==> config.mk <==
export PLATFORM = sky130hd
export DESIGN_NAME = clipped_rgb_rect_blit_core_flat
export DESIGN_NICKNAME = d
export VERILOG_FILES = /design/src/design/cbl_pkg.sv /design/src/design/cbl_if.sv /design/src/design/cbl_cfg.sv /design/src/design/clipped_rgb_rect_blit_core.sv /design/src/flat_wrapper.sv
export SDC_FILE = /design/constraint.sdc
export NUM_CORES = 1
export LEC_CHECK = 0
export BUFFER_PORTS_ARGS = -buffer_cell sky130_fd_sc_hd__buf_2
export CORE_MARGIN = 8
export CORE_UTILIZATION = 55
export DETAILED_ROUTE_END_ITERATION = 6
export GPL_TIMING_DRIVEN = 0
export PLACE_DENSITY_LB_ADDON = 0.25
export SYNTH_ARGS = -nofsm -noshare
export SYNTH_HDL_FRONTEND = slang
export SYNTH_HIERARCHICAL = 1
export SYNTH_SLANG_ARGS = --single-unit
==> constraint.sdc <==
create_clock -name clk -period 16.9 [get_ports clk]
set_input_delay 2.535 -clock clk [delete_from_list [all_inputs] [get_ports clk]]
set_output_delay 2.535 -clock clk [all_outputs]
set_load 0.005 [all_outputs]
==> src/design/cbl_pkg.sv <==
// Shared constants, types and helper functions for the clipped RGB rectangle blit.
package cbl_pkg;

  localparam int ADDR_BITS  = 26;
  localparam int MAX_DIM    = 4096;
  localparam int DIM_W      = 13;
  localparam int CNT_W      = 12;
  localparam int STRIDE_W   = 14;
  localparam int OFF_W      = 14;
  localparam int BPP        = 3;
  localparam int CFG_IDX_W  = 3;
  localparam int CFG_DATA_W = 14;

  typedef logic [7:0] byte_t;

  typedef enum logic [CFG_IDX_W-1:0] {
    REG_FRAME_WIDTH  = 3'd0,
    REG_FRAME_HEIGHT = 3'd1,
    REG_LINE_STRIDE  = 3'd2,
    REG_RECT_X       = 3'd3,
    REG_RECT_Y       = 3'd4,
    REG_RECT_WIDTH   = 3'd5,
    REG_RECT_HEIGHT  = 3'd6
  } cfg_reg_t;

  // Geometry derived from the configuration registers, held in flops.
  typedef struct packed {
    logic [DIM_W-1:0]     width;
    logic [DIM_W-1:0]     height;
    logic [DIM_W-1:0]     vis_x;
    logic [DIM_W-1:0]     vis_y;
    logic [STRIDE_W-1:0]  stride;
    logic [ADDR_BITS-1:0] start_base;
  } blit_geom_t;

  // A size of zero counts as one, and sizes above MAX_DIM are capped.
  function automatic logic [DIM_W-1:0] limit_dim(input logic [DIM_W-1:0] v);
    logic [DIM_W-1:0] r;
    if (v == '0) begin
      r = DIM_W'(1);
    end else if (v > DIM_W'(MAX_DIM)) begin
      r = DIM_W'(MAX_DIM);
    end else begin
      r = v;
    end
    return r;
  endfunction

  // Number of pixels of a span that lie before the clip edge.
  function automatic logic [DIM_W-1:0] visible(input logic [DIM_W-1:0] origin,
                                               input logic [DIM_W-1:0] size,
                                               input logic [DIM_W-1:0] edge_pos);
    logic [DIM_W-1:0] room;
    logic [DIM_W-1:0] r;
    room = edge_pos - origin;
    if (origin >= edge_pos) begin
      r = '0;
    end else if (size < room) begin
      r = size;
    end else begin
      r = room;
    end
    return r;
  endfunction

endpackage

==> src/design/cbl_if.sv <==
// Stream interfaces for source pixels and frame buffer writes.
interface cbl_pix_if;
  import cbl_pkg::*;
  logic  valid;
  logic  ready;
  byte_t src_red;
  byte_t src_green;
  byte_t src_blue;
  modport source (output valid, output src_red, output src_green, output src_blue,
                  input ready);
  modport sink (input valid, input src_red, input src_green, input src_blue,
                output ready);
endinterface

interface cbl_wr_if;
  import cbl_pkg::*;
  logic                 valid;
  logic                 ready;
  logic [ADDR_BITS-1:0] byte_address;
  byte_t                out_red;
  byte_t                out_green;
  byte_t                out_blue;
  logic                 blit_last;
  modport source (output valid, output byte_address, output out_red, output out_green,
                  output out_blue, output blit_last, input ready);
  modport sink (input valid, input byte_address, input out_red, input out_green,
                input out_blue, input blit_last, output ready);
endinterface

==> src/design/cbl_cfg.sv <==
// Configuration registers and the registered blit geometry derived from them.
module cbl_cfg (
  input  logic                          clk,
  input  logic                          rst_n,
  input  logic                          cfg_we,
  input  logic [cbl_pkg::CFG_IDX_W-1:0]  cfg_index,
  input  logic [cbl_pkg::CFG_DATA_W-1:0] cfg_wdata,
  output cbl_pkg::blit_geom_t           geom,
  output logic                          hold
);
  import cbl_pkg::*;

  logic [DIM_W-1:0]     frame_width_r, frame_height_r;
  logic [STRIDE_W-1:0]  line_stride_r;
  logic [CNT_W-1:0]     rect_x_r, rect_y_r;
  logic [DIM_W-1:0]     rect_width_r, rect_height_r;
  logic                 hold_r;
  blit_geom_t           geom_r, geom_nxt;
  logic [ADDR_BITS-1:0] y_prod;
  logic [OFF_W-1:0]     x_off;

  always_ff @(posedge clk) begin
    if (!rst_n) begin
      frame_width_r  <= DIM_W'(1920);
      frame_height_r <= DIM_W'(1080);
      line_stride_r  <= STRIDE_W'(5760);
      rect_x_r       <= '0;
      rect_y_r       <= '0;
      rect_width_r   <= DIM_W'(1);
      rect_height_r  <= DIM_W'(1);
    end else if (cfg_we) begin
      unique case (cfg_index)
        REG_FRAME_WIDTH:  frame_width_r  <= cfg_wdata[DIM_W-1:0];
        REG_FRAME_HEIGHT: frame_height_r <= cfg_wdata[DIM_W-1:0];
        REG_LINE_STRIDE:  line_stride_r  <= cfg_wdata[STRIDE_W-1:0];
        REG_RECT_X:       rect_x_r       <= cfg_wdata[CNT_W-1:0];
        REG_RECT_Y:       rect_y_r       <= cfg_wdata[CNT_W-1:0];
        REG_RECT_WIDTH:   rect_width_r   <= cfg_wdata[DIM_W-1:0];
        REG_RECT_HEIGHT:  rect_height_r  <= cfg_wdata[DIM_W-1:0];
        default: ;
      endcase
    end
  end

  // The derived geometry is registered from the configuration registers; hold covers the gap while it reloads.
  always_ff @(posedge clk) begin
    if (!rst_n) begin
      hold_r <= 1'b1;
    end else begin
      hold_r <= cfg_we;
    end
  end

  assign y_prod = ADDR_BITS'(rect_y_r * line_stride_r);
  assign x_off  = OFF_W'({rect_x_r, 1'b0}) + OFF_W'(rect_x_r);

  always_comb begin
    geom_nxt.width      = limit_dim(rect_width_r);
    geom_nxt.height     = limit_dim(rect_height_r);
    geom_nxt.vis_x      = visible(DIM_W'(rect_x_r), geom_nxt.width, frame_width_r);
    geom_nxt.vis_y      = visible(DIM_W'(rect_y_r), geom_nxt.height, frame_height_r);
    geom_nxt.stride     = line_stride_r;
    geom_nxt.start_base = y_prod + ADDR_BITS'(x_off);
  end

  always_ff @(posedge clk) begin
    geom_r <= geom_nxt;
  end

  assign geom = geom_r;
  assign hold = hold_r;

endmodule

==> src/design/clipped_rgb_rect_blit_core.sv <==
// Top level of the clipped RGB rectangle blit: pixel stream in, frame buffer writes out.
//
// Source pixels arrive in row order, rect_width pixels per row for rect_height
// rows, and the block takes one per clock. Each pixel that falls inside the
// frame after clipping at the right and bottom edges leaves as one write item
// in the next cycle, carrying the byte address of its red byte (row base plus
// three times the column) and its RGB bytes; blit_last marks the final
// visible pixel of the rectangle. Clipped pixels are consumed without a write.
// The row base is loaded with rect_y * line_stride + rect_x * 3 at the first
// pixel of each blit, so rect_x and rect_y take effect at the next blit start,
// and it steps by line_stride at each row change. The counters rewind after
// the last row on their own. The geometry behind clipping and the start
// address is kept in a register stage fed by the configuration registers:
// in_pix.ready is low in the cycle after reset and in the cycle after each
// configuration write while that stage reloads. Otherwise one item is taken
// every clock as long as the write side keeps up; the only path between the
// sides is the output register, whose ready joins the input ready.
module clipped_rgb_rect_blit_core (
  input  logic                          clk,
  input  logic                          rst_n,
  input  logic                          cfg_we,
  input  logic [cbl_pkg::CFG_IDX_W-1:0]  cfg_index,
  input  logic [cbl_pkg::CFG_DATA_W-1:0] cfg_wdata,
  cbl_pix_if.sink                       in_pix,
  cbl_wr_if.source                      out_wr
);
  import cbl_pkg::*;

  blit_geom_t           geom;
  logic                 cfg_hold;

  logic [CNT_W-1:0]     col_count_r, col_count_nxt;
  logic [CNT_W-1:0]     row_count_r, row_count_nxt;
  logic [OFF_W-1:0]     col_off_r, col_off_nxt;
  logic [ADDR_BITS-1:0] row_base_r, row_base_nxt;

  logic                 out_valid_r, out_valid_nxt;
  logic [ADDR_BITS-1:0] out_addr_r;
  byte_t                out_red_r, out_green_r, out_blue_r;
  logic                 out_last_r;

  logic                 accept;
  logic                 first_px;
  logic [ADDR_BITS-1:0] eff_base;
  logic [DIM_W-1:0]     col_p1, row_p1;
  logic                 px_visible;
  logic                 px_last;
  logic                 col_wrap, row_wrap;
  logic [ADDR_BITS-1:0] px_addr;

  cbl_cfg u_cfg (
    .clk       (clk),
    .rst_n     (rst_n),
    .cfg_we    (cfg_we),
    .cfg_index (cfg_index),
    .cfg_wdata (cfg_wdata),
    .geom      (geom),
    .hold      (cfg_hold)
  );

  assign in_pix.ready = (!out_valid_r || out_wr.ready) && !cfg_hold;
  assign accept       = in_pix.valid && in_pix.ready;

  // The first pixel of a blit uses the freshly computed start address.
  assign first_px   = (col_count_r == '0) && (row_count_r == '0);
  assign eff_base   = first_px ? geom.start_base : row_base_r;
  assign col_p1     = DIM_W'(col_count_r) + DIM_W'(1);
  assign row_p1     = DIM_W'(row_count_r) + DIM_W'(1);
  assign px_visible = (DIM_W'(col_count_r) < geom.vis_x) &&
                      (DIM_W'(row_count_r) < geom.vis_y);
  assign px_last    = (row_p1 == geom.vis_y) && (col_p1 == geom.vis_x);
  assign px_addr    = eff_base + ADDR_BITS'(col_off_r);
  assign col_wrap   = col_p1 >= geom.width;
  assign row_wrap   = row_p1 >= geom.height;

  always_comb begin
    col_count_nxt = col_count_r;
    row_count_nxt = row_count_r;
    col_off_nxt   = col_off_r;
    row_base_nxt  = row_base_r;
    if (accept) begin
      row_base_nxt = eff_base;
      if (col_wrap) begin
        col_count_nxt = '0;
        col_off_nxt   = '0;
        if (row_wrap) begin
          row_count_nxt = '0;
        end else begin
          row_count_nxt = row_p1[CNT_W-1:0];
          row_base_nxt  = eff_base + ADDR_BITS'(geom.stride);
        end
      end else begin
        col_count_nxt = col_p1[CNT_W-1:0];
        col_off_nxt   = col_off_r + OFF_W'(BPP);
      end
    end
  end

  always_ff @(posedge clk) begin
    if (!rst_n) begin
      col_count_r <= '0;
      row_count_r <= '0;
      col_off_r   <= '0;
      row_base_r  <= '0;
    end else begin
      col_count_r <= col_count_nxt;
      row_count_r <= row_count_nxt;
      col_off_r   <= col_off_nxt;
      row_base_r  <= row_base_nxt;
    end
  end

  // Output register: a new item may load in the same cycle the old one leaves.
  always_comb begin
    out_valid_nxt = out_valid_r;
    if (accept) begin
      out_valid_nxt = px_visible;
    end else if (out_wr.ready) begin
      out_valid_nxt = 1'b0;
    end
  end

  always_ff @(posedge clk) begin
    if (!rst_n) begin
      out_valid_r <= 1'b0;
    end else begin
      out_valid_r <= out_valid_nxt;
    end
  end

  always_ff @(posedge clk) begin
    if (accept && px_visible) begin
      out_addr_r  <= px_addr;
      out_red_r   <= in_pix.src_red;
      out_green_r <= in_pix.src_green;
      out_blue_r  <= in_pix.src_blue;
      out_last_r  <= px_last;
    end
  end

  assign out_wr.valid        = out_valid_r;
  assign out_wr.byte_address = out_addr_r;
  assign out_wr.out_red      = out_red_r;
  assign out_wr.out_green    = out_green_r;
  assign out_wr.out_blue     = out_blue_r;
  assign out_wr.blit_last    = out_last_r;

  // The column byte offset always tracks three times the column counter.
  assert property (@(posedge clk) disable iff (!rst_n)
    col_off_r == (OFF_W'({col_count_r, 1'b0}) + OFF_W'(col_count_r)))
    else $error("column offset out of step with column counter");

  // No pixel is taken while the derived geometry reloads after a write.
  assert property (@(posedge clk) disable iff (!rst_n)
    cfg_we |=> !(in_pix.valid && in_pix.ready))
    else $error("pixel accepted before geometry reload");

  // A write item only appears as the result of an accepted pixel.
  assert property (@(posedge clk) disable iff (!rst_n)
    $rose(out_valid_r) |-> $past(accept))
    else $error("write item without an accepted pixel");

endmodule
==> src/flat_wrapper.sv <==
// flat-port wrapper written by rule: the top's interface ports become plain ports
module clipped_rgb_rect_blit_core_flat import cbl_pkg::*;
  (clk, rst_n, cfg_we, cfg_index, cfg_wdata, in_pix_valid, in_pix_src_red, in_pix_src_green, in_pix_src_blue, in_pix_ready, out_wr_valid, out_wr_byte_address, out_wr_out_red, out_wr_out_green, out_wr_out_blue, out_wr_blit_last, out_wr_ready);
  cbl_pix_if in_pix_i ();
  cbl_wr_if out_wr_i ();
  input  logic clk;
  input  logic rst_n;
  input  logic cfg_we;
  input  logic [cbl_pkg::CFG_IDX_W-1:0] cfg_index;
  input  logic [cbl_pkg::CFG_DATA_W-1:0] cfg_wdata;
  input wire logic [$bits(in_pix_i.valid)-1:0] in_pix_valid;
  input wire logic [$bits(in_pix_i.src_red)-1:0] in_pix_src_red;
  input wire logic [$bits(in_pix_i.src_green)-1:0] in_pix_src_green;
  input wire logic [$bits(in_pix_i.src_blue)-1:0] in_pix_src_blue;
  output wire logic [$bits(in_pix_i.ready)-1:0] in_pix_ready;
  output wire logic [$bits(out_wr_i.valid)-1:0] out_wr_valid;
  output wire logic [$bits(out_wr_i.byte_address)-1:0] out_wr_byte_address;
  output wire logic [$bits(out_wr_i.out_red)-1:0] out_wr_out_red;
  output wire logic [$bits(out_wr_i.out_green)-1:0] out_wr_out_green;
  output wire logic [$bits(out_wr_i.out_blue)-1:0] out_wr_out_blue;
  output wire logic [$bits(out_wr_i.blit_last)-1:0] out_wr_blit_last;
  input wire logic [$bits(out_wr_i.ready)-1:0] out_wr_ready;
  assign in_pix_i.valid = in_pix_valid;
  assign in_pix_i.src_red = in_pix_src_red;
  assign in_pix_i.src_green = in_pix_src_green;
  assign in_pix_i.src_blue = in_pix_src_blue;
  assign in_pix_ready = in_pix_i.ready;
  assign out_wr_valid = out_wr_i.valid;
  assign out_wr_byte_address = out_wr_i.byte_address;
  assign out_wr_out_red = out_wr_i.out_red;
  assign out_wr_out_green = out_wr_i.out_green;
  assign out_wr_out_blue = out_wr_i.out_blue;
  assign out_wr_blit_last = out_wr_i.blit_last;
  assign out_wr_i.ready = out_wr_ready;
  clipped_rgb_rect_blit_core u_core (.clk(clk), .rst_n(rst_n), .cfg_we(cfg_we), .cfg_index(cfg_index), .cfg_wdata(cfg_wdata), .in_pix(in_pix_i), .out_wr(out_wr_i));
endmodule
# After elaboration in Yosys (flattened, before gate mapping)
# Cells that the tools add are included.
classes:
  magnitude_cmp: 10
  n_reduce_logical: 23
  eq_ne: 8
  n_mux: 14
  add_sub_neg: 9
  mul: 1
ops:
  columns: ["cell", "n"]
  rows:
  - ["26-bit by 14-bit adder with 26-bit output", 3]
  - ["13-bit two-way mux", 6]
  - ["26-bit two-way mux", 3]
  - ["12-bit by 1-bit adder with 13-bit output (second input constant)", 2]
  - ["13-bit == test", 2]
  - ["12-bit by 13-bit greater-or-equal comparator with 1-bit output", 2]
  - ["13-bit greater-or-equal comparator", 2]
  - ["13-bit > comparator (second input constant)", 2]
  - ["13-bit logical NOT", 2]
  - ["12-bit by 13-bit less-than comparator with 1-bit output", 2]
  - ["13-bit less-than comparator", 2]
  - ["12-bit by 14-bit multiplier with 26-bit output", 1]
  - ["13-bit by 12-bit subtractor with 13-bit output", 2]
  - ["12-bit logical NOT", 2]
  - ["12-bit two-way mux", 2]
  - ["2-bit AND reduction", 8]
  - ["13-bit by 12-bit adder with 14-bit output", 1]
  - ["14-bit by 2-bit adder with 14-bit output (second input constant)", 1]
  - ["14-bit two-way mux", 1]
  - ["3-bit == test (second input constant)", 3]
  - ["3-bit by 2-bit == test with 1-bit output (second input constant)", 2]
  - ["1-bit logical AND", 6]
  - ["3-bit by 1-bit == test with 1-bit output (second input constant)", 1]
  - ["3-bit logical NOT", 1]
  - ["other kinds (4)", 6]
totals:
  reg_bits: 299
  output_inout_bits: 53
  elab_cells: 89

# Longest topological paths before layout
# Gate-level depths: netlist of the first run.
depth:
  depth_word: 6
  mapped_depth: 22
  mapped_depth_nobuf: 21

# Modules after synthesis
# The synthesis of the first run kept the hierarchy.
modules_own_cells:
  columns: ["mod", "seq_area_each_um2", "instances", "cells_each", "area_per_inst_um2"]
  rows:
  - ["cbl_cfg", 3663.5, 1, 1575, 13990.9]
  - ["clipped_rgb_rect_blit_core", 2832.7, 1, 963, 8448.1]

# Worst setup path before layout of the first run
# OpenSTA, ideal clock, no wires.
synth_path:
  kind: "input -> register"
  startpoint: "in out_wr_ready"
  endpoint: "reg u_core.out_last_r (netlist: u_core/out_wr.blit_last) (enable)"
  path_buffers: 0
  setup_time_ns: 0.555
  arrival_ns: 7.172
  cell_stages: 6
  required_time_ns: 16.345
  path_slack_ns: 9.174
  path_cell_list: "nor2b_1 -> nor2_1 -> and2_1 -> and3_1 -> o221ai_1 -> a311oi_1"
synth_between:
  elab_chain_len: 4
synth_lines:
  columns: ["element", "line_no", "rtl"]
  rows:
  - ["start, declared", "flat_wrapper.sv:22", "input wire logic [$bits(out_wr_i.ready)-1:0] out_wr_ready;"]
  - ["1-bit logical OR", "clipped_rgb_rect_blit_core.sv:61", "assign in_pix.ready = (!out_valid_r || out_wr.ready) && !cfg_hold;"]
  - ["1-bit logical AND", "clipped_rgb_rect_blit_core.sv:61", null]
  - ["via in_pix_ready", "flat_wrapper.sv:15", "output wire logic [$bits(in_pix_i.ready)-1:0] in_pix_ready;"]
  - ["1-bit logical AND", "clipped_rgb_rect_blit_core.sv:62", "assign accept = in_pix.valid && in_pix.ready;"]
  - ["1-bit logical AND", "clipped_rgb_rect_blit_core.sv:132", "if (accept && px_visible) begin"]
  - ["end signal, assigned", "clipped_rgb_rect_blit_core.sv:137", "out_last_r <= px_last;"]
  - ["end, declared", "clipped_rgb_rect_blit_core.sv:40", "logic out_last_r;"]
# The timed path passes the listed nets, and every way through them passes these cells.
# A chain may end at the register's enable or synchronous reset.

==> results.toml, run 1 <==
[yosys]
synth_edf_count = 51
synth_fp_nets = 2950
ys_warn_count = 6
synth_cell_type_count = 92
ys.flop_type = "dfxtp_1"
synthArstFlopShare = 0
syn_inst = 2538
avgSynthCellArea_um2 = 8.84
ys_seq_area_frac = 0.290
yosys_register_bits = 299
synth_area_mm2 = 0.0224

[layout]
nNetsFinal = 3088
drive_gt1_frac = 0.0866
diodes = 0
syn2layout_area_growth_pct = 11.2
fillers = 3486

[min_path]
hp-start = "u_core/u_cfg/line_stride_r[9]$_SDFFE_PN1P_"
hold_end = "u_core/u_cfg/geom[35]$_DFF_P_"
hold_depth = 0
hold_path.class = "reg -> reg"

[global_routing]
grt_use_total = 0.253
grt_max_degree = 20
gr-total-overflow = 0
grt_pass1_wl_mm = 96.4
grt_pass1_vias = 18108
antenna_found_initial = 2

[die]
die_x_um = 218
ios = 99
coreArea_mm2 = 0.0406
fp.dieH_um = 218
start_util = 0.553
rows = 74
dieArea_mm2 = 0.0475

[place]
routabilityCongestion = 0.967
place_hpwl_mm = 47.4
port_buffers = 98
dp_slack_ns = 10.06

[route]
drtPass1Iterations = 5
route.vias.total = 18197
drt_iter0_markers = 1305
drt-vias-per-instance = 5.63
wl_per_cell_um = 18.7
drt_wl_total_mm = 60.4
antenna_left = 0
drc = 0

[job]
drv_cap = 0

[pwr]
ir_drop_mv = 0.0782
power.switching_w = 0.000491
combPwrFrac = 0.135
internal_power_w = 0.00136
p_sw_frac = 0.266
power_leakage_nw = 11.3
p_seq_frac = 0.415
p_clk_frac = 0.450
p_per_area_mw_per_mm2 = 74.1

[setup_path]
path_buf_inv = 4
regToRegSetupSlack_ns = 9.98
crit_path_cell_trace = "clkbuf_1, nand2_1, fa_1, fa_1, inv_1, fa_1, fa_1, fa_1, inv_1, fa_1, inv_1, ha_1, a21oi_1, nand2_1, o31ai_1, o211ai_1, a21boi_0, o21ai_0, xor2_1"
cp_data_required_time_ns = 17.35
path_delay_family = "adder cells"
critPathArrivalTime_ns = 7.37
r2r_end = "u_core/u_cfg/geom[24]$_DFF_P_"
worstSetupPathType = "reg -> reg"
endpoint_kind = "flip-flop"
critPathLaunchType = "flip-flop"
slowest_delay_ns = 0.58
r2r_start = "u_core/u_cfg/rect_y_r[11]$_SDFFE_PN0P_"
cpMostUsedCell = "fa_1"
r2r_cells = 19
crit_path_top_delay_cell = "o31ai_1"
cp_max_fo = 10

[cts]
clock_tree.root_cell = "clkbuf_16"
clk_pin_slew_ns = 0.06
numCtsBuffers = 35
cts_buffer_depth = 3
postCtsHoldBufs = 0
cts_sinks = 299
post-cts-setup-buffers = 0
clkLatencyLatePin_ns = 0.55
cts_max_level = 2
cts_tree = "done"
cts.repair.resized = 0

[timing]
fmax_mhz = 144
finalSetupViolCount = 0
setup_tns_ns = 0
final.period_utilization = 0.410
worstMarginPinSlew_ns = 0.852
rsz0062_at_grt = "false"
setup_ws_ns = 9.98
clock_skew_ns = 0.0256
slew_violations = 0
final_hold_viol_count = 0
min_period_ns = 6.92
slew-limit-headroom = 0.432

[outcome]
outcome = "finished, final reports clean"
-- cell usage in the layout (no fill, tap or decap), types with 7 or more instances in the layout --
cell type / n
nor2_1: 140
o21ai_1: 18
clkbuf_16: 39
or3_1: 12
fa_1: 145
mux2i_1: 19
nand2_1: 384
o21bai_1: 8
nor4_1: 10
nand3b_1: 7
and3_1: 27
clkbuf_1: 87
a211oi_1: 10
ha_1: 221
dfxtp_1: 248
nand4_1: 23
buf_2: 106
mux2_2: 25
o21a_1: 20
a21o_1: 41
inv_1: 294
a31oi_1: 17
a21boi_0: 79
and2_1: 93
o211ai_1: 19
nor2b_1: 27
xor2_1: 53
nand3_1: 62
or2_2: 7
a21oi_1: 105
xnor2_1: 79
o21ai_0: 45
edfxtp_1: 51
nor3_1: 29
nand2b_1: 18
-- final cells by class --
cell class              instances  area [µm²]  area share
flip-flops and latches        299        6500       0.260
repair buffers                101         536      0.0215
clock inverters                18         270      0.0108
plain buffers                  97         404      0.0162
well taps                     532         666      0.0267
clock buffers                  46        1030      0.0411
inverters                     296        1110      0.0445
multi-input cells            1846       14400       0.579
-- synthesized netlist by cell type (all sizes together) (7+ instances only) --
library cell | n | share of area
a21oi | 107 | 0.024
ha | 221 | 0.12
nand2b | 18 | 0.0050
nand3b | 8 | 0.0032
buf | 14 | 0.0041
edfxtp | 51 | 0.068
o211ai | 19 | 0.0064
and3 | 28 | 0.0079
o21ai | 64 | 0.014
o21bai | 9 | 0.0032
nor2 | 142 | 0.024
nand3 | 62 | 0.014
a31oi | 18 | 0.0053
nor3 | 29 | 0.0065
a21boi | 80 | 0.027
a21o | 41 | 0.014
dfxtp | 248 | 0.22
mux2i | 20 | 0.0095
and4 | 7 | 0.0028
or3 | 12 | 0.0033
a211oi | 10 | 0.0033
or2 | 11 | 0.0031
nor4 | 11 | 0.0033
xnor2 | 79 | 0.031
nand2 | 384 | 0.064
nor2b | 27 | 0.0075
o21a | 20 | 0.0067
inv | 294 | 0.049
fa | 145 | 0.13
and2 | 93 | 0.026
mux2 | 31 | 0.016
clkbuf | 83 | 0.014
nand4 | 23 | 0.0064
xor2 | 53 | 0.021
-- state kept, by name, indices dropped and copies added, names as in the netlist --
register / count
u_core/row_base_r: 26
u_core/out_wr.out_red: 8
u_core/row_count_r: 12
u_core/out_wr.blit_last: 1
u_core/col_off_r: 14
u_core/out_wr.byte_address: 26
u_core/u_cfg/rect_x_r: 12
u_core/u_cfg/rect_height_r: 13
u_core/col_count_r: 12
u_core/u_cfg/line_stride_r: 14
u_core/u_cfg/frame_height_r: 13
u_core/out_wr.out_green: 8
u_core/out_wr.valid: 1
u_core/u_cfg/rect_width_r: 13
u_core/u_cfg/rect_y_r: 12
u_core/u_cfg/geom: 92
u_core/out_wr.out_blue: 8
u_core/u_cfg/hold: 1
u_core/u_cfg/frame_width_r: 13
-- through the flow --
step / utilization / power (W) / hold WS (ns) / std cells / instance area (µm²)
after detailed placement: 0.583 / 0.00103 / 0.444 / 3171 / 23700
after CTS: 0.615 / 0.00186 / 0.420 / 3235 / 25000
after floorplan: - / 0.000944 / 0.362 / 2538 / 22400
after global routing: 0.615 / 0.00192 / 0.436 / 3235 / 25000
final: 0.615 / 0.00185 / 0.444 / 3235 / 25000
after global placement: 0.582 / 0.00102 / 0.435 / 3168 / 23600
-- worst max-delay path by stage --
stage / to / start / slack [ns] / cells past startpoint
2_1_floorplan: u_core/out_wr.blit_last$_DFFE_PP_ / out_wr_ready / 9.17 / 6
3_3_place_gp: u_core/out_wr.byte_address[24]$_DFFE_PP_ / out_wr_ready / 7.29 / 7
3_5_place_dp: u_core/u_cfg/geom[24]$_DFF_P_ / u_core/u_cfg/rect_y_r[11]$_SDFFE_PN0P_ / 10.06 / 19
4_1_cts: u_core/u_cfg/geom[24]$_DFF_P_ / u_core/u_cfg/rect_y_r[11]$_SDFFE_PN0P_ / 10.03 / 19
5_1_grt: u_core/u_cfg/geom[24]$_DFF_P_ / u_core/u_cfg/rect_y_r[11]$_SDFFE_PN0P_ / 9.62 / 19
6_report: u_core/u_cfg/geom[24]$_DFF_P_ / u_core/u_cfg/rect_y_r[11]$_SDFFE_PN0P_ / 9.98 / 19
-- worst reg2reg max path, delay by kind of cell (launching register included) --
kind            cells  cell delay (ns)
fa+ha+maj           7             3.51
compound gates      5             1.61
buf+inv             4             0.70
flops               1             0.49
xor+xnor            1             0.27
simple gates        2             0.26
-- power groups by stage --
stage | Clock [W] | Combinational, W | Sequential, W
6_report | 0.000832 | 0.000250 | 0.000766
3_5_place_dp | 0 | 0.000246 | 0.000781
5_1_grt | 0.000875 | 0.000277 | 0.000768
4_1_cts | 0.000848 | 0.000249 | 0.000766
2_1_floorplan | 0 | 0.000168 | 0.000776
3_3_place_gp | 0 | 0.000238 | 0.000783
-- cell families after synthesis --
logic type                 share of synthesized area
and+or+nand+nor                                0.182
AOI/OAI and AO/OA                              0.132
buffers and inverters                         0.0675
adders and majority gates                      0.253
DFF                                            0.290
xor gates and xnor gates                      0.0515
muxes                                         0.0250
-- layer usage --
layer,up-vias,part of all wire,global-route usage
li1,8747,-,-
met1,8713,0.46,0.347
met2,622,0.44,0.398
met3,115,0.066,0.0358
met4,0,0.038,0.102
met5,-,0,0
Power figures use the tool's default switching activity.
==> run 2: changes to the inputs <==
Clock period 16.9 ns to 5.8 ns, I/O delays scaled along.
==> run 2 against run 1 <==
Net effect: global-route usage increased by 0.37 points; total power increased to 2.8 times the previous value; combinational power increased to 3.1 times the previous value; routed wire length increased by 2.8%; via count increased by 1.9%; critical path type unchanged.
==> results.toml, run 2 (same netlist as run 1, synthesis figures left out) <==
[layout]
final_area_mm2 = 0.0256
largest_register_ff_count = 92
final_common_cell = "nand2_1"
fillers = 3407
drive_gt1_frac = 0.126
most-common-layout-cells = "nand2_1 (382), inv_1 (287), dfxtp_1 (223)"
nNetsFinal = 3114
syn2layout_area_growth_pct = 14.0
diodes = 0

[global_routing]
grt_pass1_wl_mm = 97.4
grt_max_degree = 20
grt_use_total = 0.257
gr-total-overflow = 0
grt_pass1_vias = 18116
antenna_found_initial = 1

[pwr]
ir_drop_mv = 0.206
p_seq_frac = 0.429
internal_power_w = 0.00381
combPwrFrac = 0.147
power_leakage_nw = 11.6
p_per_area_mw_per_mm2 = 203
power.switching_w = 0.00139
p_sw_frac = 0.267
p_clk_frac = 0.424

[setup_path]
r2r_cells = 19
regToRegSetupSlack_ns = 0.05
r2r_start = "u_core/u_cfg/line_stride_r[7]$_SDFFE_PN1P_"
slowest_delay_ns = 0.53
r2r_end = "u_core/u_cfg/geom[23]$_DFF_P_"
critPathArrivalTime_ns = 6.18
endpoint_kind = "flip-flop"
cpMostUsedCell = "fa_1"
critPathLaunchType = "flip-flop"
path_buf_inv = 5
crit_path_cell_trace = "buf_4, and2_4, fa_1, inv_1, fa_1, inv_1, fa_1, fa_1, fa_1, inv_2, fa_1, inv_1, ha_4, nand2_4, or3_1, o211a_1, o41a_1, o21ai_2, xor2_1"
worstSetupPathType = "reg -> reg"
cp_max_fo = 4
cp_data_required_time_ns = 6.24
path_delay_family = "adder cells"
crit_path_top_delay_cell = "fa_1"

[route]
route.vias.total = 18539
drt-vias-per-instance = 5.69
drc = 0
wl_per_cell_um = 19.1
drt_wl_total_mm = 62.1
drtPass1Iterations = 5
drt_iter0_markers = 1439
antenna_left = 0

[timing]
finalSetupViolCount = 0
setup_tns_ns = 0
worstMarginPinSlew_ns = 0.912
slew-limit-headroom = 0.392
min_period_ns = 5.75
clock_skew_ns = 0.0174
final.period_utilization = 0.991
whs_ns = 0.429
rsz0062_at_grt = "true"
slew_violations = 0
final_hold_viol_count = 0
fmax_mhz = 174

[die]
die_x_um = 218
dieArea_mm2 = 0.0475
rows = 74
start_util = 0.553
fp.dieH_um = 218
coreArea_mm2 = 0.0406
ios = 99

[min_path]
hold_end = "u_core/u_cfg/geom[27]$_DFF_P_"
hp-start = "u_core/u_cfg/line_stride_r[1]$_SDFFE_PN0P_"
hold_depth = 0
hold_path.class = "reg -> reg"

[place]
place_hpwl_mm = 47.7
place_area_mm2 = 0.0236
port_buffers = 98
routabilityCongestion = 0.942

[cts]
numCtsBuffers = 34
clk_pin_slew_ns = 0.06
clkLatencyLatePin_ns = 0.54
cts_max_level = 2
cts_sinks = 299
cts_buffer_depth = 3
clock_tree.root_cell = "clkbuf_16"
postCtsHoldBufs = 0
cts_tree = "done"

[job]
drv_cap = 0

[outcome]
outcome = "finished, final reports clean"
-- run 2: layer usage --
metal  global-route usage  vias up  part of all wire
met2                0.408      687              0.45
met5                    0        -           0.00040
met3               0.0449      136             0.074
met4               0.0961        4             0.038
met1                0.346     8903              0.44
li1                     -     8809                 -
-- run 2: worst max path at each step --
stage	slack [ns]	cells past startpoint	start	end
after floorplan	0.05	19	u_core/u_cfg/rect_y_r[11]$_SDFFE_PN0P_	u_core/u_cfg/geom[24]$_DFF_P_
after detailed placement	-1.04	19	u_core/u_cfg/rect_y_r[11]$_SDFFE_PN0P_	u_core/u_cfg/geom[24]$_DFF_P_
final	0.05	19	u_core/u_cfg/line_stride_r[7]$_SDFFE_PN1P_	u_core/u_cfg/geom[23]$_DFF_P_
after CTS	0.003	19	u_core/u_cfg/line_stride_r[6]$_SDFFE_PN0P_	u_core/u_cfg/geom[23]$_DFF_P_
after global routing	-0.08	21	u_core/u_cfg/rect_y_r[1]$_SDFFE_PN0P_	u_core/u_cfg/geom[23]$_DFF_P_
after global placement	-0.97	19	u_core/u_cfg/rect_y_r[11]$_SDFFE_PN0P_	u_core/u_cfg/geom[24]$_DFF_P_
-- run 2: area by class of cell --
class	count	area, µm²	area share
Timing Repair Buffer	131	771	0.0301
Sequential cell	299	6560	0.257
Clock inverter	10	114	0.00445
Tap cell	532	666	0.0260
Multi-Input combinational cell	1846	14700	0.574
Clock buffer	50	1030	0.0405
Inverter	296	1110	0.0435
Buffer	94	639	0.0250
-- run 2: power groups by stage --
stage / sequential [W] / clock [W] / combinational [W]
finish: 0.00223 / 0.00220 / 0.000765
global route: 0.00223 / 0.00233 / 0.000839
CTS: 0.00223 / 0.00224 / 0.000748
detailed placement: 0.00228 / 0 / 0.000718
global placement: 0.00228 / 0 / 0.000695
floorplan: 0.00226 / 0 / 0.000491
-- run 2: timing repair --
| action | in CTS | in global routing |
|---|---|---|
| pin swaps | 23 | 38 |
| setup buffers | 15 | 15 |
| setup endpoints to repair | 14 | 8 |
| cloned | 0 | 1 |
| resized for setup | 127 | 42 |
-- run 2: metrics by stage --
step	cells	power (W)	setup WS, ns	util
after global routing	3258	0.00540	-0.0837	0.631
final	3258	0.00520	0.0521	0.631
after global placement	3168	0.00297	-0.969	0.582
after detailed placement	3170	0.00300	-1.04	0.583
after CTS	3245	0.00522	0.00278	0.625
after floorplan	2538	0.00275	0.0530	-
